==> src/rtl/bdsl_pkg.sv <==
// package for the button debouncer with short and long press detection
// holds codes, register indexes, reset values and the lane status type
// no dependencies
`default_nettype none

package bdsl_pkg;

  // number of buttons handled side by side
  localparam int unsigned NumButtonsDefault = 3;

  // field widths fixed by the item format
  localparam int unsigned FuncW  = 2;
  localparam int unsigned TimeW  = 32;
  localparam int unsigned CfgW   = 16;
  localparam int unsigned CfgIdxW = 4;

  // configuration register reset values
  localparam logic [CfgW-1:0] DebounceReset  = 16'd50;
  localparam logic [CfgW-1:0] LongPressReset = 16'd1000;

  // item function codes
  typedef enum logic [FuncW-1:0] {
    FUNC_POLL      = 2'd0,
    FUNC_POP_SHORT = 2'd1,
    FUNC_POP_LONG  = 2'd2
  } func_e;

  // configuration register indexes
  typedef enum logic [CfgIdxW-1:0] {
    REG_DEBOUNCE   = 4'd0,
    REG_LONG_PRESS = 4'd1
  } cfg_reg_e;

  // what one lane reports for the item being transferred
  typedef struct packed {
    logic stable;
    logic ev_short;
    logic ev_long;
  } lane_status_t;

endpackage

`default_nettype wire

==> src/rtl/bdsl_if.sv <==
// channel interfaces of the debouncer: input items, result items, config writes
// depends on bdsl_pkg for field widths
`default_nettype none

interface bdsl_in_if #(
  parameter int unsigned NumButtons = bdsl_pkg::NumButtonsDefault
);
  logic                          valid;
  logic                          ready;
  logic [bdsl_pkg::FuncW-1:0]    func;
  logic [bdsl_pkg::TimeW-1:0]    now_time;
  logic [NumButtons-1:0]         raw_levels;

  modport source (output valid, func, now_time, raw_levels, input ready);
  modport sink   (input valid, func, now_time, raw_levels, output ready);
endinterface

interface bdsl_out_if #(
  parameter int unsigned NumButtons = bdsl_pkg::NumButtonsDefault,
  parameter int unsigned PopW       = $clog2(NumButtons + 1)
);
  logic                  valid;
  logic                  ready;
  logic [PopW-1:0]       popped_button;
  logic [NumButtons-1:0] stable_levels;
  logic [NumButtons-1:0] short_pending;
  logic [NumButtons-1:0] long_pending;

  modport source (output valid, popped_button, stable_levels, short_pending, long_pending,
                  input ready);
  modport sink   (input valid, popped_button, stable_levels, short_pending, long_pending,
                  output ready);
endinterface

interface bdsl_cfg_if;
  logic                          valid;
  logic                          ready;
  logic [bdsl_pkg::CfgIdxW-1:0]  index;
  logic [bdsl_pkg::CfgW-1:0]     data;

  modport source (output valid, index, data, input ready);
  modport sink   (input valid, index, data, output ready);
endinterface

`default_nettype wire

==> src/rtl/bdsl_lane.sv <==
// one button lane: raw edge tracking, debounce timer and press timing
// depends on bdsl_pkg for widths and the lane status type
`default_nettype none

module bdsl_lane (
  input  wire                          clk_i,
  input  wire                          rst_ni,
  input  wire                          poll_i,
  input  wire                          raw_i,
  input  wire [bdsl_pkg::TimeW-1:0]    now_i,
  input  wire [bdsl_pkg::CfgW-1:0]     debounce_i,
  input  wire [bdsl_pkg::CfgW-1:0]     long_press_i,
  output bdsl_pkg::lane_status_t       status_o
);

  logic                       last_raw_q, last_raw_d;
  logic                       stable_q, stable_d;
  logic [bdsl_pkg::TimeW-1:0] change_time_q, change_time_d;
  logic [bdsl_pkg::TimeW-1:0] press_time_q, press_time_d;
  logic                       press_valid_q, press_valid_d;
  logic [bdsl_pkg::TimeW-1:0] held;
  logic [bdsl_pkg::TimeW-1:0] duration;
  logic                       settle;
  logic                       ev_short, ev_long;

  // next lane state for a poll transfer
  always_comb begin
    last_raw_d    = last_raw_q;
    change_time_d = change_time_q;
    stable_d      = stable_q;
    press_time_d  = press_time_q;
    press_valid_d = press_valid_q;
    ev_short      = 1'b0;
    ev_long       = 1'b0;
    held          = '0;
    duration      = now_i - press_time_q;
    settle        = 1'b0;
    if (poll_i) begin
      // a raw change restarts the timer
      if (raw_i != last_raw_q) begin
        last_raw_d    = raw_i;
        change_time_d = now_i;
      end
      held   = now_i - change_time_d;
      settle = (held >= {{(bdsl_pkg::TimeW-bdsl_pkg::CfgW){1'b0}}, debounce_i}) &&
               (stable_q != last_raw_d);
      if (settle) begin
        stable_d = last_raw_d;
        if (last_raw_d) begin
          press_time_d  = now_i;
          press_valid_d = 1'b1;
        end
      end
      // release of a recorded press classifies it
      if (!stable_d && press_valid_q) begin
        if (duration >= {{(bdsl_pkg::TimeW-bdsl_pkg::CfgW){1'b0}}, long_press_i}) begin
          ev_long = 1'b1;
        end else begin
          ev_short = 1'b1;
        end
        press_valid_d = 1'b0;
      end
    end
  end

  // lane state registers
  always_ff @(posedge clk_i or negedge rst_ni) begin
    if (!rst_ni) begin
      last_raw_q    <= 1'b0;
      stable_q      <= 1'b0;
      change_time_q <= '0;
      press_time_q  <= '0;
      press_valid_q <= 1'b0;
    end else begin
      last_raw_q    <= last_raw_d;
      stable_q      <= stable_d;
      change_time_q <= change_time_d;
      press_time_q  <= press_time_d;
      press_valid_q <= press_valid_d;
    end
  end

  assign status_o.stable   = stable_d;
  assign status_o.ev_short = ev_short;
  assign status_o.ev_long  = ev_long;

endmodule

`default_nettype wire

==> src/rtl/bdsl_merge.sv <==
// merge stage: sticky event bits, lowest-pending pop and the result register
// depends on bdsl_pkg for function codes and the lane status type
`default_nettype none

module bdsl_merge #(
  parameter int unsigned NumButtons = bdsl_pkg::NumButtonsDefault,
  parameter int unsigned PopW       = $clog2(NumButtons + 1)
) (
  input  wire                                          clk_i,
  input  wire                                          rst_ni,
  input  wire                                          accept_i,
  input  wire [bdsl_pkg::FuncW-1:0]                    func_i,
  input  wire bdsl_pkg::lane_status_t [NumButtons-1:0] lanes_i,
  output logic                                         ready_o,
  bdsl_out_if.source                                   out_o
);

  logic [NumButtons-1:0] short_q, short_d;
  logic [NumButtons-1:0] long_q, long_d;
  logic [NumButtons-1:0] stable_all;
  logic [NumButtons-1:0] set_short, set_long;
  logic [NumButtons-1:0] pop_vec, pop_clear;
  logic                  found;
  logic [PopW-1:0]       popped;
  logic                  out_valid_q;
  logic [PopW-1:0]       popped_q;
  logic [NumButtons-1:0] stable_q, short_pend_q, long_pend_q;

  // gather lane reports
  always_comb begin
    for (int i = 0; i < NumButtons; i++) begin
      stable_all[i] = lanes_i[i].stable;
      set_short[i]  = lanes_i[i].ev_short;
      set_long[i]   = lanes_i[i].ev_long;
    end
  end

  // lowest pending button of the selected kind
  always_comb begin
    pop_vec = '0;
    unique case (bdsl_pkg::func_e'(func_i))
      bdsl_pkg::FUNC_POP_SHORT: pop_vec = short_q;
      bdsl_pkg::FUNC_POP_LONG:  pop_vec = long_q;
      default:                  pop_vec = '0;
    endcase
    found     = 1'b0;
    popped    = '0;
    pop_clear = '0;
    for (int i = 0; i < NumButtons; i++) begin
      if (pop_vec[i] && !found) begin
        found        = 1'b1;
        popped       = PopW'(i + 1);
        pop_clear[i] = 1'b1;
      end
    end
  end

  // sticky event update
  always_comb begin
    short_d = short_q;
    long_d  = long_q;
    if (accept_i) begin
      unique case (bdsl_pkg::func_e'(func_i))
        bdsl_pkg::FUNC_POLL: begin
          short_d = short_q | set_short;
          long_d  = long_q | set_long;
        end
        bdsl_pkg::FUNC_POP_SHORT: short_d = short_q & ~pop_clear;
        bdsl_pkg::FUNC_POP_LONG:  long_d  = long_q & ~pop_clear;
        default: begin
          short_d = short_q;
          long_d  = long_q;
        end
      endcase
    end
  end

  always_ff @(posedge clk_i or negedge rst_ni) begin
    if (!rst_ni) begin
      short_q <= '0;
      long_q  <= '0;
    end else begin
      short_q <= short_d;
      long_q  <= long_d;
    end
  end

  // result register, refilled when empty or while the previous result is taken
  assign ready_o = !out_valid_q || out_o.ready;

  always_ff @(posedge clk_i or negedge rst_ni) begin
    if (!rst_ni) begin
      out_valid_q <= 1'b0;
    end else if (ready_o) begin
      out_valid_q <= accept_i;
    end
  end

  always_ff @(posedge clk_i) begin
    if (accept_i) begin
      popped_q     <= popped;
      stable_q     <= stable_all;
      short_pend_q <= short_d;
      long_pend_q  <= long_d;
    end
  end

  assign out_o.valid         = out_valid_q;
  assign out_o.popped_button = popped_q;
  assign out_o.stable_levels = stable_q;
  assign out_o.short_pending = short_pend_q;
  assign out_o.long_pending  = long_pend_q;

endmodule

`default_nettype wire

==> src/rtl/button_debounce_short_long_press_top.sv <==
// Debouncer for NumButtons active-high buttons with short and long press events.
// One item is taken per clock while ready is high; its result is in the result
// register in the next cycle; one lane per button works on the poll in parallel,
// and the merge stage updates the sticky event bits and pops the lowest pending
// button. The input ready drops only while a result waits and the sink stalls.
// Configuration writes are always taken; an unknown register index is ignored.
// top level: config registers, button lanes and merge stage
// depends on bdsl_pkg, bdsl_if, bdsl_lane and bdsl_merge
`default_nettype none

module button_debounce_short_long_press_top #(
  parameter int unsigned NumButtons = bdsl_pkg::NumButtonsDefault
) (
  input  wire         clk_i,
  input  wire         rst_ni,
  bdsl_in_if.sink     in_i,
  bdsl_out_if.source  out_o,
  bdsl_cfg_if.sink    cfg_i
);

  logic [bdsl_pkg::CfgW-1:0]              debounce_q;
  logic [bdsl_pkg::CfgW-1:0]              long_press_q;
  logic                                   accept;
  logic                                   poll;
  logic                                   ready;
  bdsl_pkg::lane_status_t [NumButtons-1:0] lanes;

  // configuration writes
  assign cfg_i.ready = 1'b1;

  always_ff @(posedge clk_i or negedge rst_ni) begin
    if (!rst_ni) begin
      debounce_q   <= bdsl_pkg::DebounceReset;
      long_press_q <= bdsl_pkg::LongPressReset;
    end else if (cfg_i.valid) begin
      unique case (bdsl_pkg::cfg_reg_e'(cfg_i.index))
        bdsl_pkg::REG_DEBOUNCE:   debounce_q   <= cfg_i.data;
        bdsl_pkg::REG_LONG_PRESS: long_press_q <= cfg_i.data;
        default: begin
          debounce_q   <= debounce_q;
          long_press_q <= long_press_q;
        end
      endcase
    end
  end

  // input transfer
  assign in_i.ready = ready;
  assign accept     = in_i.valid && ready;
  assign poll       = accept && (bdsl_pkg::func_e'(in_i.func) == bdsl_pkg::FUNC_POLL);

  // one lane per button
  for (genvar g = 0; g < NumButtons; g++) begin : g_lane
    bdsl_lane u_lane (
      .clk_i        (clk_i),
      .rst_ni       (rst_ni),
      .poll_i       (poll),
      .raw_i        (in_i.raw_levels[g]),
      .now_i        (in_i.now_time),
      .debounce_i   (debounce_q),
      .long_press_i (long_press_q),
      .status_o     (lanes[g])
    );
  end

  // events, pop and result register
  bdsl_merge #(
    .NumButtons (NumButtons)
  ) u_merge (
    .clk_i    (clk_i),
    .rst_ni   (rst_ni),
    .accept_i (accept),
    .func_i   (in_i.func),
    .lanes_i  (lanes),
    .ready_o  (ready),
    .out_o    (out_o)
  );

endmodule

`default_nettype wire

==> src/flat_wrapper.sv <==
// flat-port wrapper written by rule: the top's interface ports become plain ports
module button_debounce_short_long_press_top_flat 
#(
  parameter int unsigned NumButtons = bdsl_pkg::NumButtonsDefault
)
  (clk_i, rst_ni, in_i_valid, in_i_func, in_i_now_time, in_i_raw_levels, in_i_ready, out_o_valid, out_o_popped_button, out_o_stable_levels, out_o_short_pending, out_o_long_pending, out_o_ready, cfg_i_valid, cfg_i_index, cfg_i_data, cfg_i_ready);
  bdsl_in_if #(.NumButtons(NumButtons)) in_i_i ();
  bdsl_out_if #(.NumButtons(NumButtons)) out_o_i ();
  bdsl_cfg_if cfg_i_i ();
  input  wire clk_i;
  input  wire rst_ni;
  input wire logic [$bits(in_i_i.valid)-1:0] in_i_valid;
  input wire logic [$bits(in_i_i.func)-1:0] in_i_func;
  input wire logic [$bits(in_i_i.now_time)-1:0] in_i_now_time;
  input wire logic [$bits(in_i_i.raw_levels)-1:0] in_i_raw_levels;
  output wire logic [$bits(in_i_i.ready)-1:0] in_i_ready;
  output wire logic [$bits(out_o_i.valid)-1:0] out_o_valid;
  output wire logic [$bits(out_o_i.popped_button)-1:0] out_o_popped_button;
  output wire logic [$bits(out_o_i.stable_levels)-1:0] out_o_stable_levels;
  output wire logic [$bits(out_o_i.short_pending)-1:0] out_o_short_pending;
  output wire logic [$bits(out_o_i.long_pending)-1:0] out_o_long_pending;
  input wire logic [$bits(out_o_i.ready)-1:0] out_o_ready;
  input wire logic [$bits(cfg_i_i.valid)-1:0] cfg_i_valid;
  input wire logic [$bits(cfg_i_i.index)-1:0] cfg_i_index;
  input wire logic [$bits(cfg_i_i.data)-1:0] cfg_i_data;
  output wire logic [$bits(cfg_i_i.ready)-1:0] cfg_i_ready;
  assign in_i_i.valid = in_i_valid;
  assign in_i_i.func = in_i_func;
  assign in_i_i.now_time = in_i_now_time;
  assign in_i_i.raw_levels = in_i_raw_levels;
  assign in_i_ready = in_i_i.ready;
  assign out_o_valid = out_o_i.valid;
  assign out_o_popped_button = out_o_i.popped_button;
  assign out_o_stable_levels = out_o_i.stable_levels;
  assign out_o_short_pending = out_o_i.short_pending;
  assign out_o_long_pending = out_o_i.long_pending;
  assign out_o_i.ready = out_o_ready;
  assign cfg_i_i.valid = cfg_i_valid;
  assign cfg_i_i.index = cfg_i_index;
  assign cfg_i_i.data = cfg_i_data;
  assign cfg_i_ready = cfg_i_i.ready;
  button_debounce_short_long_press_top #(.NumButtons(NumButtons)) u_core (.clk_i(clk_i), .rst_ni(rst_ni), .in_i(in_i_i), .out_o(out_o_i), .cfg_i(cfg_i_i));
endmodule
==> config.mk <==
export PLATFORM = sky130hd
export DESIGN_NAME = button_debounce_short_long_press_top_flat
export DESIGN_NICKNAME = d
export VERILOG_FILES = /design/src/rtl/bdsl_pkg.sv /design/src/rtl/bdsl_if.sv /design/src/rtl/bdsl_lane.sv /design/src/rtl/bdsl_merge.sv /design/src/rtl/button_debounce_short_long_press_top.sv /design/src/flat_wrapper.sv
export SDC_FILE = /design/constraint.sdc
export NUM_CORES = 1
export LEC_CHECK = 0
export BUFFER_PORTS_ARGS = -buffer_cell sky130_fd_sc_hd__buf_4
export CORE_UTILIZATION = 59
export DETAILED_ROUTE_END_ITERATION = 12
export PLACE_DENSITY = 0.79
export RECOVER_POWER = 25
export SLEW_MARGIN = 20
export SYNTH_ARGS = -nofsm -noshare
export SYNTH_HDL_FRONTEND = slang
export SYNTH_SLANG_ARGS = --single-unit
==> constraint.sdc <==
create_clock -name clk_i -period 6.35 [get_ports clk_i]
set_input_delay 0.3175 -clock clk_i [delete_from_list [all_inputs] [get_ports clk_i]]
set_output_delay 0.3175 -clock clk_i [all_outputs]
set_load 0.005 [all_outputs]
**Yosys cells after proc, flatten, opt, wreduce, memory -nomap -nowiden**

Index checks and enable logic that the tools add are counted.

- Register bits: 251
- Output and inout bits: 14
- Input port bits: 62
- Logic and storage cells: 144

- Muxes and demuxes: 59
- $add $sub $neg: 6
- Bitwise gates (word level): 5
- Reduce and logical (&&, ||, !) cells: 34
- $lt $le $gt $ge: 6
- Equal/unequal tests: 9

Operator list:

| kind | number |
|---|---|
| $ge A32 B16 Y1 | 6 |
| $mux W32 | 6 |
| $sub A32 B32 Y32 | 6 |
| $mux W1 | 48 |
| $pmux W3 S2 | 3 |
| $reduce_and A3 Y1 | 6 |
| $reduce_bool A2 Y1 | 6 |
| $logic_and A1 B1 Y1 | 10 |
| $and A3 B3 Y3 | 2 |
| $logic_not A1 Y1 | 6 |
| $mux W3 | 2 |
| $ne A1 B1 Y1 | 6 |
| $or A3 B3 Y3 | 2 |
| $eq A4 B1 Y1 const B | 1 |
| $logic_not A4 Y1 | 1 |
| $reduce_and A2 Y1 | 2 |
| $not A3 Y3 | 1 |
| $eq A2 B1 Y1 const B | 1 |
| $eq A2 B2 Y1 const B | 1 |
| $logic_not A2 Y1 | 1 |
| $reduce_or A2 Y1 | 1 |
| $logic_or A1 B1 Y1 | 1 |

**Longest topological paths before layout**

- Depth after elaboration: 17
- Depth in mapped cells: 32
- Depth with buffers taken out: 26

**Cells and area by module**

Synthesis repeated with hierarchy kept, for this count alone.

- Cells, all modules: 2885
- Area, all modules: 25466.9 sq um

Modules (own cells, without submodules):

| module | times used | seq. area each (sq um) | area an instance (sq um) | cells an instance |
|---|---|---|---|---|
| bdsl_lane at u_core.g_lane[2].u_lane | 1 | 1676.6 | 7903.8 | 936 |
| bdsl_lane at u_core.g_lane[1].u_lane | 1 | 1676.6 | 7741.2 | 909 |
| bdsl_lane at u_core.g_lane[0].u_lane | 1 | 1676.6 | 7716.2 | 907 |
| button_debounce_short_long_press_top | 1 | 812.0 | 1313.8 | 74 |
| bdsl_merge | 1 | 505.5 | 792.0 | 59 |

**Worst setup path before layout**

No wires, ideal clock.

- Path kind: register -> register
- Start point: register u_core.g_lane[2].u_lane.last_raw_q
- End point: register u_core.g_lane[2].u_lane.press_time_q[31] (netlist name)
- Stages on the path, launching flop included: 29
- Setup time: 0.128 ns
- Data required time: 6.222 ns
- Period minus slack after synthesis: 5.980 ns
- Path slack: 0.370 ns
- Data arrival time: 5.853 ns
- Path buffers: 8
- Cell sequence: dfrtp_1 -> inv_1 -> ha_1 -> buf_2 -> buf_2 -> buf_2 -> clkbuf_1 -> clkbuf_1 -> mux2i_1 -> ha_1 -> clkbuf_1 -> and4b_1 -> a221oi_1 -> o31ai_1 -> a21oi_1 -> xnor2_1 -> ha_1 -> nand2_1 -> o2111ai_1 -> a311oi_1 -> and4b_1 -> o211ai_1 -> a2111oi_0 -> and4bb_2 -> nand3_2 -> and3_1 -> buf_2 -> buf_6 -> mux2_1

- Cells in the longest elaborated chain, start to end: 7
- Elaborated cells on any way between the ends: 10
- Classes of those cells: add/sub: 1; order compare: 1; eq/ne: 2; mux: 4; reduce/logical: 2

Ends and longest elaborated chain:

| what | line | RTL |
|---|---|---|
| from (decl) | bdsl_lane.sv:16 | `logic last_raw_q, last_raw_d;` |
| from (signal assigned) | bdsl_lane.sv:75 | `last_raw_q <= last_raw_d;` |
| $ne A1 B1 Y1 | bdsl_lane.sv:40 | `if (raw_i != last_raw_q) begin` |
| $mux W32 | bdsl_lane.sv:40 |  |
| $mux W32 | bdsl_lane.sv:38 | `if (poll_i) begin` |
| $sub A32 B32 Y32 | bdsl_lane.sv:44 | `held = now_i - change_time_d;` |
| $ge A32 B16 Y1 | bdsl_lane.sv:45 | `settle = (held >= {{(bdsl_pkg::TimeW-bdsl_pkg::CfgW){1'b0}}, debounce_i}) &&` |
| $logic_and A1 B1 Y1 | bdsl_lane.sv:45 |  |
| $reduce_and A3 Y1 (no source line) (*) | - |  |
| to (signal assigned) | bdsl_lane.sv:78 | `press_time_q <= press_time_d;` |
| to (decl) | bdsl_lane.sv:19 | `logic [bdsl_pkg::TimeW-1:0] press_time_q, press_time_d;` |

Mark *: on every way between the ends. The rest lies on a longest branch, timed or not. The select of a mux whose other input is x is not followed.
A chain may end at the register's enable or synchronous reset.

**Final worst setup path**

- Start point: input in_i_now_time[0]
- End point: register u_core.u_merge.short_pend_q[2], in the netlist u_core.u_merge.out_o.short_pending[2], data pin

- Cells in the longest elaborated chain, start to end: 14
- Elaborated cells on any way between the ends: 17
- Classes of those cells: add/sub: 2; order compare: 2; mux: 9; bitwise: 1; reduce/logical: 3

Ends and longest elaborated chain:

| what | line | RTL |
|---|---|---|
| from (decl) | flat_wrapper.sv:14 | `input wire logic [$bits(in_i_i.now_time)-1:0] in_i_now_time;` |
| $mux W32 | bdsl_lane.sv:40 |  |
| $mux W32 | bdsl_lane.sv:38 |  |
| $sub A32 B32 Y32 | bdsl_lane.sv:44 |  |
| $ge A32 B16 Y1 | bdsl_lane.sv:45 |  |
| $logic_and A1 B1 Y1 | bdsl_lane.sv:45 |  |
| $mux W1 | bdsl_lane.sv:47 | `if (settle) begin` |
| $mux W1 | bdsl_lane.sv:38 |  |
| $logic_not A1 Y1 | bdsl_lane.sv:55 | `if (!stable_d && press_valid_q) begin` |
| $logic_and A1 B1 Y1 | bdsl_lane.sv:55 |  |
| $mux W1 (*) | bdsl_lane.sv:55 |  |
| $mux W1 (*) | bdsl_lane.sv:38 |  |
| $or A3 B3 Y3 (*) | bdsl_merge.sv:65 | `short_d = short_q \| set_short;` |
| $pmux W3 S2 (*) | bdsl_merge.sv:63 | `unique case (bdsl_pkg::func_e'(func_i))` |
| $mux W3 (*) | bdsl_merge.sv:62 | `if (accept_i) begin` |
| net u_core.u_merge.short_d[2] | bdsl_merge.sv:18 | `logic [NumButtons-1:0] short_q, short_d;` |
| to (signal assigned) | bdsl_merge.sv:103 | `short_pend_q <= short_d;` |
| to (decl) | bdsl_merge.sv:27 | `logic [NumButtons-1:0] stable_q, short_pend_q, long_pend_q;` |

The timed path passes the listed nets; every way through them passes the cells marked *. The select of a mux whose other input is x is not followed.

==> metrics.json <==
{
  "outcome": "finished with violations",
  "failed_checks": "max-capacitance violations, max-slew violations",
  "postSynthAreaPerCell_um2": 8.354,
  "worstSetupStartpointType": "input pin",
  "core_um2": 42230,
  "path_buf_inv": 4,
  "yosysSeqAreaShare_pct": 24.97,
  "maxCapViolCount": 1,
  "final.period_utilization_pct": 97.46,
  "syn_area_um2": 25420,
  "worst_hold_path_type": "input pin to flip-flop",
  "post-synth-top-count-cell": "a21oi_1",
  "half_perimeter_wire_length_after_placement_mm": 60.67,
  "leakage_power_nw": 12.40,
  "yosys_register_bits": 251,
  "fin_crit_ps": 6189,
  "critical_path_arrival_ps": 6590,
  "num-nets-final": 3390,
  "clk_transition_reported_paths_ps": 60,
  "drt_iter0_drc": 2197,
  "maximum_number_of_pins_on_one_net_before_global_route_repair": 135,
  "fillers": 3567,
  "critical_path.startpoint": "in_i_now_time[0]",
  "detail_route.wl_per_cell_um": 22.02,
  "ant_nets": 0,
  "adder_cell_share_of_the_synthesized_area_pct": 13.74,
  "power-per-cell-area_nw_per_um2": 480.0,
  "area_growth_from_synthesis_to_layout_pct": 8.234,
  "cts.sink_count": 251,
  "timing.critical_path.depth": 23,
  "synth_compound_gate_area_share_pct": 23.74,
  "post_synth_xor_area_fraction_pct": 4.267,
  "report.final.setup_viol": 0,
  "overflow": 0,
  "finClkSkew_ps": 24.70,
  "totalNegativeSetupSlack_ps": 0,
  "postSynth.topFlopCell": "dfrtp_1",
  "crit_path_cell_trace": "dlygate4sd3_1 > buf_4 > clkinvlp_4 > ha_1 > inv_1 > fa_1 > a211o_1 > a21o_1 > a211oi_1 > o21ai_1 > a21oi_1 > xnor2_1 > ha_1 > a222oi_1 > o2111ai_1 > nor3_1 > o21ai_0 > a2111oi_1 > o2111ai_1 > nor4_2 > nand4b_1 > o31ai_1 > nor3b_1",
  "cts-htree-levels": 1,
  "worstSetupPathType": "input pin to flip-flop",
  "die_area_um2": 43920,
  "hold_start": "cfg_i_data[14]",
  "yosys.area.top_type": "dfrtp_1",
  "tritoncts": "yes",
  "first_pass_grt_wire_length_mm": 124.5,
  "firstDrtPassIters": 6,
  "die-width_um": 209.6,
  "worstSetupEndpointType": "flip-flop",
  "critical_path.max_fanout": 9,
  "synth_enable_flop_cells": 11,
  "drc": 0,
  "combinational_family_with_the_most_area_after_synthesis": "compound AO/OA/AOI/OAI gates",
  "synth_mux_area_share_pct": 9.632,
  "rows": 75,
  "worst_vdd_ir_mv": 0.2572,
  "groute.usage.overall_pct": 35.70,
  "port-buffer-count": 74,
  "cpLargestDelayFamily": "compound AO/OA/AOI/OAI gates",
  "slew_headroom_pct": -231.8,
  "rsz_0062_raised_after_global_routing": "no",
  "via_count": 24090,
  "critical_path.reg2reg.startpoint": "u_core.g_lane[1].u_lane.last_raw_q",
  "cts_root_buf": "clkbuf_16",
  "synth_async_sr_flop_share_pct": 95.62,
  "timing_hold_violations_final": 0,
  "io_pins": 76,
  "gp_congestion": 1.011,
  "worst_hold_path.num_cells": 3,
  "synth_top_cells_by_count": "290 x a21oi_1, 261 x ha_1, 253 x nand2_1",
  "initial_core_util_pct": 60.20,
  "post_route_cells_drive_above_1_share_pct": 9.819,
  "worst_slew_pin_slew_ps": 4977,
  "synth.yosys.warnings": 0,
  "initial_antenna_violation_count": 1,
  "cpPeakStageDelay_ps": 540,
  "cts-root-to-sink-buffers": 3,
  "postSynthNetCount": 3369,
  "die_y_um": 209.6,
  "max_clock_freq_mhz": 161.6,
  "worstPathRequired_ps": 6750,
  "synthesized_instance_count": 3043,
  "clkLatencyLatePin_ps": 610,
  "cts_inserted_buffers": 29,
  "number_of_distinct_library_cells_after_synthesis": 120,
  "dpl.cell_count": 3550,
  "timing.reg2reg.setup_slack_ps": 370,
  "critPathSlowestCell": "dlygate4sd3_1",
  "yosys-top-cells-area": "dfrtp_1 23%, ha_1 13%, a21oi_1 5.7%, mux2i_1 3.7%, nand2_1 3.7%",
  "post_synth_simple_gate_area_pct": 17.94,
  "via_count_of_the_first_global_routing_pass": 23450,
  "synth_top_cell_area_share_pct": 22.74,
  "route.detailed.vias_per_inst": 6.642,
  "finalWirelength_mm": 79.85,
  "finalNonFillerCells": 3626,
  "final-max-slew-violation-count": 107,
  "reg2reg_depth": 22
}
flip-flops by register name (all words and copies together) (netlist names):
register and cells:
u_core.long_press_q 16, u_core.u_merge.out_o.valid 1, u_core.u_merge.out_o.stable_levels 3, u_core.u_merge.out_o.long_pending 3, u_core.u_merge.out_o.popped_button 2, u_core.u_merge.long_q 3
u_core.g_lane.u_lane.stable_q 3, u_core.g_lane.u_lane.change_time_q 96, u_core.debounce_q 16, u_core.g_lane.u_lane.last_raw_q 3, u_core.g_lane.u_lane.press_time_q 96, u_core.u_merge.out_o.short_pending 3
u_core.u_merge.short_q 3, u_core.g_lane.u_lane.press_valid_q 3
area by class of cell:
cell class | count | area, um^2 | share of cell area [%]
antenna | 1 | 2.502 | 0.009095
clock inverter | 11 | 193.9 | 0.7048
clock buffer | 42 | 834.6 | 3.033
tap | 539 | 674.4 | 2.451
sequential | 251 | 6347 | 23.07
inverter | 208 | 787.0 | 2.860
multi-input combinational | 2454 | 17680 | 64.26
timing repair buffer | 120 | 994.7 | 3.615
worst min-delay path: cells and delay by family:
kind / cells / cell delay (ps)
buf+inv: 1 / 130
compound gates: 1 / 70
simple gates: 1 / 50
cell usage in the layout, fill, tap and decap left out, types with 16 or more instances in the layout:
cell,Yosys,final
a21oi_1,290,290
ha_1,261,258
nand2_1,253,253
dfrtp_1,231,231
nor2_1,211,211
inv_1,204,203
o21ai_0,175,175
buf_4,4,96
mux2i_1,95,95
nand3_1,77,77
xor2_1,69,69
a21o_1,68,68
nor3_1,55,55
nand2b_1,54,54
xnor2_1,53,53
mux2_2,51,51
mux2_1,50,50
nor2b_1,48,48
nand4_1,45,45
o211ai_1,40,40
o21a_1,37,37
a31oi_1,34,34
a211oi_1,33,33
clkbuf_16,0,29
and3_1,28,27
mux2_4,24,24
nor4_1,24,23
o21bai_1,21,21
and2_1,19,19
and4_1,18,18
dlygate4sd3_1,0,17
or3_1,16,16
report_power, final:
group / internal [mW] / leakage [nW] / switching (mW)
registers: 2.20 / 2.93 / 0.399
logic: 3.57 / 8.97 / 5.20
clock network: 1.11 / 0.501 / 0.730
cells by family after synthesis:
family          after synthesis
simple gates                906
xor+xnor                    123
compound gates              923
other cells                   1
fa+ha+maj                   280
mux                         220
buf+inv                     339
flops                       251
final timing paths:
check / to
min in group asynchronous: u_core.g_lane[0].u_lane.press_time_q[7]
worst max register to register: u_core.g_lane[1].u_lane.press_time_q[21]
worst max-delay path: u_core.u_merge.out_o.short_pending[2]
worst min register to register: u_core.g_lane[2].u_lane.press_time_q[18]
worst min-delay path: u_core.debounce_q[14]
max in group asynchronous: u_core.g_lane[1].u_lane.change_time_q[30]
layer usage:
| metal | share of wire, % | track usage, % | vias up |
|---|---|---|---|
| met5 | 0 | 0 | - |
| met4 | 5.9 | 18.78 | 0 |
| met3 | 6.3 | 4.519 | 263 |
| met2 | 48 | 61.91 | 983 |
| met1 | 40 | 43.33 | 11600 |
| li1 | - | - | 11240 |
per-stage QoR:
stage	utilization (%)	hold slack, ps	total power [mW]	area, um^2	setup slack, ps
floorplan	-	21.91	8.930	25420	369.8
global placement	62.14	430.5	10.79	26240	193.0
detailed placement	62.14	435.4	11.09	26240	17.96
CTS	64.98	0.3039	12.99	27440	54.13
global route	65.15	36.30	14.17	27510	5.629
finish	65.16	20.58	13.21	27520	161.1
what timing repair did:
item	in CTS	in global routing
buffers inserted	0	4
setup endpoints to repair	0	81
resized for setup	0	7
endpoints found under the hold margin	128	0
hold buffers	17	0
Note: power is estimated with default switching activity, not from simulation.
